===== src/hw/rtl/lcs_pkg.sv =====
// Shared types and constants for the longest common substring length block.
// No dependencies; used by lcs_cell and longest_common_substring_length.
package lcs_pkg;

  localparam logic       FUNC_FIRST  = 1'b0;
  localparam logic       FUNC_SECOND = 1'b1;
  localparam logic [8:0] LEN_MAX     = 9'd511;

  typedef struct packed {
    logic       func;
    logic [7:0] symbol;
    logic       last_symbol;
  } in_word_t;

  typedef struct packed {
    logic [8:0] longest_length;
    logic       overflow;
  } out_word_t;

  typedef struct packed {
    logic       load;
    logic       step;
    logic       clear;
    logic [7:0] symbol;
  } cell_ctrl_t;

endpackage


===== src/hw/rtl/lcs_cell.sv =====
// One stored position of the first string: symbol, run length, local best and
// a running maximum passed along the row. Depends on lcs_pkg.
module lcs_cell #(
  parameter int RW = 9
) (
  input  logic              clk,
  input  logic              rst,
  input  lcs_pkg::cell_ctrl_t ctrl,
  input  logic              sel,
  input  logic [RW-1:0]     run_in,
  input  logic [RW-1:0]     max_in,
  output logic [RW-1:0]     run_out,
  output logic [RW-1:0]     max_out
);

  logic [7:0]    ch;
  logic          valid;
  logic [RW-1:0] run;
  logic [RW-1:0] best;
  logic [RW-1:0] chain;
  logic [RW-1:0] run_next;
  logic          hit;

  assign hit      = valid && (ch == ctrl.symbol);
  assign run_next = hit ? RW'(run_in + 1'b1) : '0;
  assign run_out  = run;
  assign max_out  = chain;

  always_ff @(posedge clk) begin
    if (ctrl.load && sel) begin
      ch <= ctrl.symbol;
    end
  end

  always_ff @(posedge clk) begin
    if (rst || ctrl.clear) begin
      valid <= 1'b0;
      run   <= '0;
      best  <= '0;
      chain <= '0;
    end else begin
      chain <= (max_in > best) ? max_in : best;
      if (ctrl.load && sel) begin
        valid <= 1'b1;
        run   <= '0;
      end else if (ctrl.step && valid) begin
        run <= run_next;
        if (run_next > best) begin
          best <= run_next;
        end
      end
    end
  end

endmodule

===== config.mk =====
export PLATFORM = sky130hd
export DESIGN_NAME = lcs_cell
export DESIGN_NICKNAME = d
export VERILOG_FILES = /design/src/hw/rtl/lcs_pkg.sv /design/src/hw/rtl/lcs_cell.sv
export SDC_FILE = /design/constraint.sdc
export NUM_CORES = 1
export LEC_CHECK = 0
export BUFFER_PORTS_ARGS = -buffer_cell sky130_fd_sc_hd__buf_2
export CAP_MARGIN = 25
export CORE_ASPECT_RATIO = 0.8
export CORE_MARGIN = 2
export CORE_UTILIZATION = 35
export CTS_CLUSTER_SIZE = 28
export DETAILED_ROUTE_END_ITERATION = 8
export REMOVE_ABC_BUFFERS = 1
export SLEW_MARGIN = 10
export SYNTH_ARGS = -nofsm -noshare
export SYNTH_HDL_FRONTEND = slang
export SYNTH_SLANG_ARGS = --single-unit

===== constraint.sdc =====
create_clock -name clk -period 3.1 [get_ports clk]
set_input_delay 0.31 -clock clk [delete_from_list [all_inputs] [get_ports clk]]
set_output_delay 0.31 -clock clk [all_outputs]
set_load 0.005 [all_outputs]

==> results.ini, run 1 <==
[status]
status = complete, no violations

[floorplanning]
ioPinCount = 50
fp.dieH_um = 72.7
rows = 25
coreArea_um2 = 5820
die_area_um2 = 6540
initial_core_util_pct = 35.5
dieWidth_um = 89.9

[timing]
max_slew_margin_pct = 50.7
rsz0062_at_grt = false
max_slew.worst_pin.slew_ps = 739
hold_violations = 0
fmax_mhz = 338
setup_viol = 0
fin_ws_ps = 137
drv_slew = 0
finalCritPeriodShare_pct = 95.6
timing.final.crit_period_ps = 2960
finalClockSkew_ps = 3.77

[worst_setup_path]
startpoint_type = register
startpoint = ch[6]
r2r_cells = 10
crit_fanout = 7
slowest_delay_ps = 450
crit_end = best[3]
arrival_ps = 3170
r2r_slack_ps = 140
slowest_stage = or3_4
endpoint_kind = register
required_ps = 3310
path_cells = xnor2_1 -> nand4_4 -> or3_4 -> or2_2 -> ha_1 -> nand3_1 -> nor3_1 -> a211o_1 -> or4_1 -> a21oi_1
worstReg2RegStart = ch[6]
r2r_end = best[3]
path_class = register to register

[route]
via_per_inst = 4.88
num_vias = 1830
drtIter0Drc = 74
drc = 0
wl_per_cell_um = 12.5
totalWireLength_um = 4700
postRouteAntennaNets = 0
first_pass_iters = 4

[synthesis]
ys_types = 38
synth_edf_count = 8
postSynthCellCount = 230
synth_area_per_cell_um2 = 8.99
synth_area_leaders = dfxtp_1 (27%), edfxtp_1 (12%), ha_1 (12%)
async_flop_share_pct = 0
synth_top_area_share_pct = 27.1
synth.largest_area_cell = dfxtp_1
synth_seq_cells = 36
ys.flop_type = dfxtp_1
synth_area_um2 = 2070
seq_area_frac_synth_pct = 38.7
yosysWarnings = 0

[global_routing]
grt_max_degree = 21
grt_usage_pct = 14.3
antenna_found_initial = 0
grt_pass1_vias = 1650
grt_remaining_overflow = 0
grt_pass1_wl_um = 7490

[cells_and_area]
diodes = 0
final_cells = 375
area_growth_pct = 27.4
final_common_cell = buf_2
final_cell_mix = buf_2 (49), nand2_1 (34), dfxtp_1 (28), ha_1 (19)
drive_above_1_share_pct = 30.6
stdcell_area_um2 = 2630
final_nets = 344

[pwr]
ir_drop_mv = 0.156
powerDensity_nw_per_um2 = 362
leakagePower_nw = 1.09

[place]
hpwl_um = 3740
dp_slack_ps = -128
portBuffers = 49
post_dp_cell_area_um2 = 2470
routabilityCongestion = 0.804
dp.cells = 365

[clock_tree]
hold_buffers = 0
clk_pin_slew_ps = 70
cts_buffer_depth = 2
cts_made_buffers = 5
cts_tree = yes
cts_root_buf = clkbuf_8
cts.sinks = 36
clock_latency_ps = 280
cts.htree.levels = 2

[flow_run]
maxCapViolCount = 0

[worst_hold_path]
hold_start = ctrl[7]
hold_path.class = input port to register

[where the power goes]
group | switching (mW) | internal [mW]
combinational | 0.0728 | 0.0586
clock | 0.168 | 0.157
sequential | 0.00456 | 0.492
[critical path, delay by kind of cell (launching register included)]
kind            cells  cell delay, ps
compound gates      2             470
xor+xnor            1             250
fa+ha+maj           1             280
flops               1             380
simple gates        6            1520
[stage by stage]
step	util, %	hold slack [ps]	setup TNS [ps]	power (mW)
after floorplan	-	398	-2180	0.570
after global placement	42.5	435	-327	0.625
after detailed placement	42.5	438	-1030	0.626
after CTS	43.9	223	0	0.951
after global routing	45.2	224	0	0.991
final	45.2	227	0	0.952
[what timing repair did]
item	4_1_cts	5_1_grt
setup endpoints to repair	0	9
gates resized for setup	0	11
setup buffers	0	2
[synthesized netlist by cell type (4+ instances only)]
library cell	n
or3_1	6
edfxtp_1	8
and2_1	4
dfxtp_1	28
nand3_1	13
nand4_1	4
o21ai_2	9
mux2i_1	9
o21ai_0	15
xnor2_1	8
inv_1	12
a2111oi_1	4
ha_1	19
nand2_1	34
nor2_1	7
or4_1	4
a21oi_1	15
[routing by layer]
| metal | GRT usage [%] | up-vias | routed length [um] |
|---|---|---|---|
| met5 | 0 | - | 0 |
| met4 | 4.10 | 0 | 68 |
| met3 | 3.51 | 6 | 226 |
| met2 | 22.2 | 41 | 2070 |
| met1 | 19.9 | 832 | 2340 |
| li1 | - | 951 | - |
[how the worst min path moves through the flow]
stage                  to  cells past startpoint
2_1_floorplan  run_out[0]                      1
3_3_place_gp   run_out[7]                      2
3_5_place_dp   run_out[5]                      2
4_1_cts             ch[4]                      1
5_1_grt             ch[0]                      1
6_report            ch[7]                      1
[final cells by class]
cell class | instances | area (um2)
fill | 590 | 3190
inverter | 12 | 45.0
multi-input combinational | 174 | 1250
sequential | 36 | 801
tap | 81 | 101
clock buffer | 7 | 76.3
timing repair buffer | 64 | 358
clock inverter | 1 | 3.75
[logic make-up after synthesis]
family                   Yosys count  share of synthesized area (%)
multiplexers                       9                           4.36
AND/OR/NAND/NOR                   82                           19.4
AO/OA/AOI/OAI                     53                           17.0
XOR/XNOR                          11                           5.02
flip-flops                        36                           38.7
adder cells (fa/ha/maj)           19                           11.5
buffers and inverters             20                           3.93
[flip-flops by register name, summed over array words and instances, names as in the netlist]
signal	count
valid	1
best	9
ch	8
run_out	9
max_out	9
No activity file was read; power rests on OpenSTA's default activity.
==> run 2: changes to the inputs <==
CORE_MARGIN = default   (was 2)
clock period = 3.46 ns   (was 3.1 ns; I/O delays follow)
==> run 2 against run 1 <==
Effect of this change: sequential cell count is the same; critical path depth is the same; wire length shrank 4.6%; critical path type unchanged; sequential share of layout area grew 1.6 points; fmax shrank 3.1%; final cell count shrank 3.5%; hold slack gained 38 ps; first-iteration DRC count grew 6.8%; combinational power shrank 24%; setup slack gained 260 ps; clock power shrank 5%; non-clock buffer count shrank 10.
==> results.ini, run 2 (synthesized netlist as in run 1, its figures left out) <==
[status]
status = complete, no violations

[timing]
max_slew.worst_pin.slew_ps = 734  ; -5.34 ps
max_slew_margin_pct = 51.1  ; +0.36 points
setup_viol = 0  ; unchanged
finalClockSkew_ps = 6.47  ; +2.70 ps
fmax_mhz = 327  ; -3.1%
timing.final.crit_period_ps = 3060  ; +95.8 ps
finalCritPeriodShare_pct = 88.4  ; -7.2 points
hold_violations = 0  ; unchanged
fin_setup_tns_ps = 0  ; unchanged
rsz0062_at_grt = false
drv_slew = 0  ; unchanged

[cells_and_area]
final_cells = 362  ; -3.5%
fillers = 566  ; -4.1%
drive_above_1_share_pct = 26.4  ; -4.2 points
diodes = 0  ; unchanged
final_cell_mix = buf_2 (49), nand2_1 (34), dfxtp_1 (28), ha_1 (19)
fin_util_pct = 45.1  ; -0.18 points
final_common_cell = buf_2
final_nets = 334  ; -2.9%
area_growth_pct = 21.1

[worst_setup_path]
path_cells = xnor2_1 -> nand4_2 -> or3_1 -> or2_2 -> ha_1 -> nand3_1 -> nor3_1 -> a211o_1 -> or4_1 -> a21oi_1
required_ps = 3670  ; +360 ps
arrival_ps = 3270  ; +100 ps
r2r_slack_ps = 400  ; +260 ps
r2r_end = best[4]
crit_end = best[4]
slowest_delay_ps = 550  ; +100 ps
r2r_cells = 10  ; unchanged
startpoint_type = register
slowest_stage = or3_1
path_class = register to register
worstReg2RegStart = ch[6]
crit_fanout = 9  ; +2
endpoint_kind = register
startpoint = ch[6]

[global_routing]
grt_remaining_overflow = 0  ; unchanged
grt_usage_pct = 15.4  ; +1.1 points
grt_pass1_vias = 1636  ; -0.85%
grt_max_degree = 21  ; unchanged
antenna_found_initial = 0  ; unchanged
grt_pass1_wl_um = 7490  ; unchanged

[clock_tree]
hold_buffers = 0  ; unchanged
cts_made_buffers = 5  ; unchanged
cts.htree.levels = 2  ; unchanged
cts_buffer_depth = 2  ; unchanged
cts_root_buf = clkbuf_8
cts_tree = yes
clk_pin_slew_ps = 70  ; about the same
cts_resized = 0  ; unchanged
postCtsSetupBuffers = 0  ; unchanged
cts.sinks = 36  ; unchanged
clock_latency_ps = 280  ; about the same

[route]
wl_per_cell_um = 12.4  ; -1.2%
totalWireLength_um = 4480  ; -4.6%
first_pass_iters = 4  ; unchanged
via_per_inst = 4.85  ; -0.60%
postRouteAntennaNets = 0  ; unchanged
drc = 0  ; unchanged
num_vias = 1756  ; -4.0%
drtIter0Drc = 79  ; +6.8%

[pwr]
ir_drop_mv = 0.227  ; +46%
powerDensity_nw_per_um2 = 341  ; -5.9%
internal-power_mw = 0.644  ; -8.9%
swShare_pct = 24.5  ; -1.3 points
netSwitchingPower_mw = 0.209  ; -15%
pwr-share-seq_pct = 52.1  ; about the same
leakagePower_nw = 1.04  ; -4.5%
combPwrFrac_pct = 11.8  ; -2.0 points
clkPwrFrac_pct = 36.1  ; +2.0 points

[worst_hold_path]
hold_path.class = input port to register

[floorplanning]
rows = 24  ; -4.0%
ioPinCount = 50  ; unchanged
dieWidth_um = 87.9  ; -2.2%
initial_core_util_pct = 37.2  ; +1.7 points
die_area_um2 = 6220  ; -4.9%
fp.dieH_um = 70.7  ; -2.7%
coreArea_um2 = 5560  ; -4.5%

[flow_run]
maxCapViolCount = 0  ; unchanged

[place]
portBuffers = 49  ; unchanged
routabilityCongestion = 0.856  ; +6.6%
dp.cells = 354  ; -3.0%
hpwl_um = 3620  ; -3.4%

## run 2: cell types whose count changed in the layout (fill, tap and decap cells not counted), sizes merged
cell	previous run	this run
clkinv	1	2
buf	64	54
clkbuf	7	6
## run 2: critical path: cells and delay by family, from the launching register on
family          cells  cell delay, ps
simple gates        6            1660
compound gates      2             480
xor+xnor            1             190
fa+ha+maj           1             280
flops               1             380
## run 2: power by group through the flow
stage | logic (mW) | clock network [mW] | registers (mW)
floorplan | 0.0559 | 0 | 0.454
global placement | 0.100 | 0 | 0.454
detailed placement | 0.101 | 0 | 0.454
CTS | 0.102 | 0.324 | 0.444
global route | 0.112 | 0.340 | 0.446
finish | 0.100 | 0.308 | 0.444
## run 2: metal layers
metal / global-route usage (%) / wire length (um) / vias up
li1: - / - / 928
met1: 21.4 / 2250 / 787
met2: 23.6 / 1970 / 39
met3: 4.67 / 240 / 2
met4: 2.73 / 19 / 0
met5: 0 / 0 / -
## run 2: layout make-up
type / instances / area, um2 / area share (%)
clock inverter: 2 / 10.0 / 0.400
timing repair buffer: 54 / 283 / 11.3
inverter: 12 / 45.0 / 1.80
tap: 78 / 97.6 / 3.90
multi-input combinational: 174 / 1180 / 47.3
sequential: 36 / 801 / 32.0
clock buffer: 6 / 82.6 / 3.30
## run 2: metrics by stage
step	power [mW]	area [um2]	setup WS [ps]	hold slack, ps
floorplan	0.510	2030	81.5	434
global placement	0.554	2410	203	436
detailed placement	0.556	2410	182	440
CTS	0.870	2500	400	255
global route	0.898	2500	132	254
finish	0.853	2500	401	265
## run 2: how the worst min path moves through the flow
stage	start	endpoint	slack (ps)	depth (start not counted)
2_1_floorplan	run_in[0]	run_out[0]	430	1
3_3_place_gp	run_out[1]	run_out[1]	440	2
3_5_place_dp	run_out[7]	run_out[7]	440	2
4_1_cts	ctrl[3]	ch[3]	250	1
5_1_grt	ctrl[2]	ch[2]	250	1
6_report	ctrl[3]	ch[3]	270	1
==> run 3: changes to the inputs <==
BUFFER_PORTS_ARGS = -buffer_cell sky130_fd_sc_hd__clkbuf_2   (was -buffer_cell sky130_fd_sc_hd__buf_2)
CORE_UTILIZATION = 57   (was 35)
PLACE_DENSITY = 0.84   (was default)
==> run 3 against run 2 <==
Effect of this change: setup slack worse by 98 ps; first-iteration DRC count increased by 81%; sequential share of layout area is 0.82 points higher; sequential power barely moved; die area fell by 38%; clock-buffer cell count fell by 1; cell area is 2.5% lower; final cell count fell by 10%.
==> results.ini, run 3 (synthesized netlist as in run 1, its figures left out) <==
[timing]
drv_slew = 0  ; unchanged
max_slew.worst_pin.slew_ps = 694  ; -39.6 ps
fmax_mhz = 317  ; -3.1%
fin_setup_tns_ps = 0  ; unchanged
timing.final.crit_period_ps = 3160  ; +98.0 ps
finalCritPeriodShare_pct = 91.2  ; +2.8 points
hold_violations = 0  ; unchanged
max_slew_margin_pct = 53.7  ; +2.6 points
finalClockSkew_ps = 4.46  ; -2.01 ps
fin_ws_ps = 303  ; -98.0 ps
rsz0062_at_grt = false
setup_viol = 0  ; unchanged

[status]
status = complete, no violations

[floorplanning]
coreArea_um2 = 3450  ; -38%
ioPinCount = 50  ; unchanged
die_area_um2 = 3870  ; -38%
rows = 19  ; -21%
dieWidth_um = 69.3  ; -21%
fp.dieH_um = 55.9  ; -21%
initial_core_util_pct = 60.0  ; +23 points

[global_routing]
grt_pass1_wl_um = 7050  ; -5.8%
grt_pass1_vias = 1624  ; -0.73%
grt_remaining_overflow = 0  ; unchanged
grt_usage_pct = 23.5  ; +8.1 points
antenna_found_initial = 0  ; unchanged
grt_max_degree = 21  ; unchanged

[clock_tree]
cts_made_buffers = 5  ; unchanged
cts_root_buf = clkbuf_8
clk_pin_slew_ps = 70  ; about the same
cts.sinks = 36  ; unchanged
cts.htree.levels = 2  ; unchanged
hold_buffers = 0  ; unchanged
cts_buffer_depth = 2  ; unchanged
clock_latency_ps = 290  ; about the same
cts_tree = yes
cts_resized = 0  ; unchanged
postCtsSetupBuffers = 0  ; unchanged

[pwr]
powerDensity_nw_per_um2 = 341  ; +0.14%
ir_drop_mv = 0.338  ; +49%
leakagePower_nw = 1.02  ; -1.8%

[cells_and_area]
fillers = 286  ; -49%
diodes = 0  ; unchanged
final_common_cell = clkbuf_2
drive_above_1_share_pct = 25.8  ; -0.61 points
final_nets = 333  ; -0.30%
multi_input_area_um2 = 1180  ; unchanged
area_growth_pct = 18.1
final_cell_mix = clkbuf_2 (49), nand2_1 (34), dfxtp_1 (28), ha_1 (19)
seqCellArea_um2 = 801  ; unchanged

[route]
totalWireLength_um = 4230  ; -5.7%
first_pass_iters = 4  ; unchanged
postRouteAntennaNets = 0  ; unchanged
num_vias = 1826  ; +4.0%
drc = 0  ; unchanged
wl_per_cell_um = 13.0  ; +5.1%
drtIter0Drc = 143  ; +81%
via_per_inst = 5.62  ; +16%

[place]
hpwl_um = 3370  ; -6.9%
portBuffers = 49  ; unchanged
routabilityCongestion = 0.863  ; +0.74%
dp_slack_ps = 202  ; +20.2 ps

[worst_setup_path]
startpoint = run_in[0]
crit_fanout = 13  ; +4
r2r_slack_ps = 390  ; about the same
endpoint_kind = register
path_class = input port to register
startpoint_type = input port
arrival_ps = 3380  ; +110 ps
worstReg2RegStart = ch[6]
required_ps = 3690  ; +20 ps

[flow_run]
maxCapViolCount = 0  ; unchanged

[worst_hold_path]
hold_start = ctrl[1]
hold_path.class = input port to register

-- run 3: cell count changes in the layout (fill, tap and decap cells not counted) --
cell / delta
clkbuf_8: -1
buf_2: -49
clkbuf_2: +49
clkinv_1: +1
buf_4: -1
-- run 3: routing by layer --
layer / track usage (%) / vias up / part of all wire [%]
met1: 31.8 / 825 / 48
li1: - / 932 / -
met5: 0 / - / 0
met3: 7.07 / 4 / 7.1
met2: 35.8 / 65 / 44
met4: 7.87 / 0 / 0.95
-- run 3: layout make-up --
class | instances | area share (%)
Clock buffer | 5 | 2.82
Multi-Input combinational cell | 174 | 48.5
Tap cell | 42 | 2.15
Clock inverter | 3 | 0.564
Sequential cell | 36 | 32.8
Timing Repair Buffer | 53 | 11.3
Inverter | 12 | 1.85
-- run 3: worst max-delay path, stage by stage --
cell and delay [ps]:
clkbuf_2 170, ha_1 260, nand3_1 110, or3_1 330, a2111oi_1 600, ha_1 350, a21oi_1 290, nand2b_1 120
a2111oi_1 340, buf_4 230, o21ai_0 110, a21oi_1 130
-- run 3: final timing paths --
kind                end  cells past startpoint
min               ch[1]                      1
max reg2reg     best[1]                     10
max             best[0]                     12
min reg2reg  run_out[0]                      2
-- run 3: power by group --
part	leakage [nW]	switching (mW)	internal [mW]	total, mW
clock network	0.0453	0.150	0.137	0.287
logic	0.672	0.0567	0.0446	0.101
registers	0.302	0.00401	0.441	0.445
-- run 3: through the flow --
stage	utilization [%]	hold WS [ps]	cells	area [um2]	total power, mW
5_1_grt	70.8	254	325	2440	0.867
3_3_place_gp	68.4	435	317	2360	0.553
4_1_cts	70.8	257	325	2440	0.838
6_report	70.8	264	325	2440	0.833
3_5_place_dp	68.4	440	317	2360	0.556
2_1_floorplan	-	434	222	2030	0.510
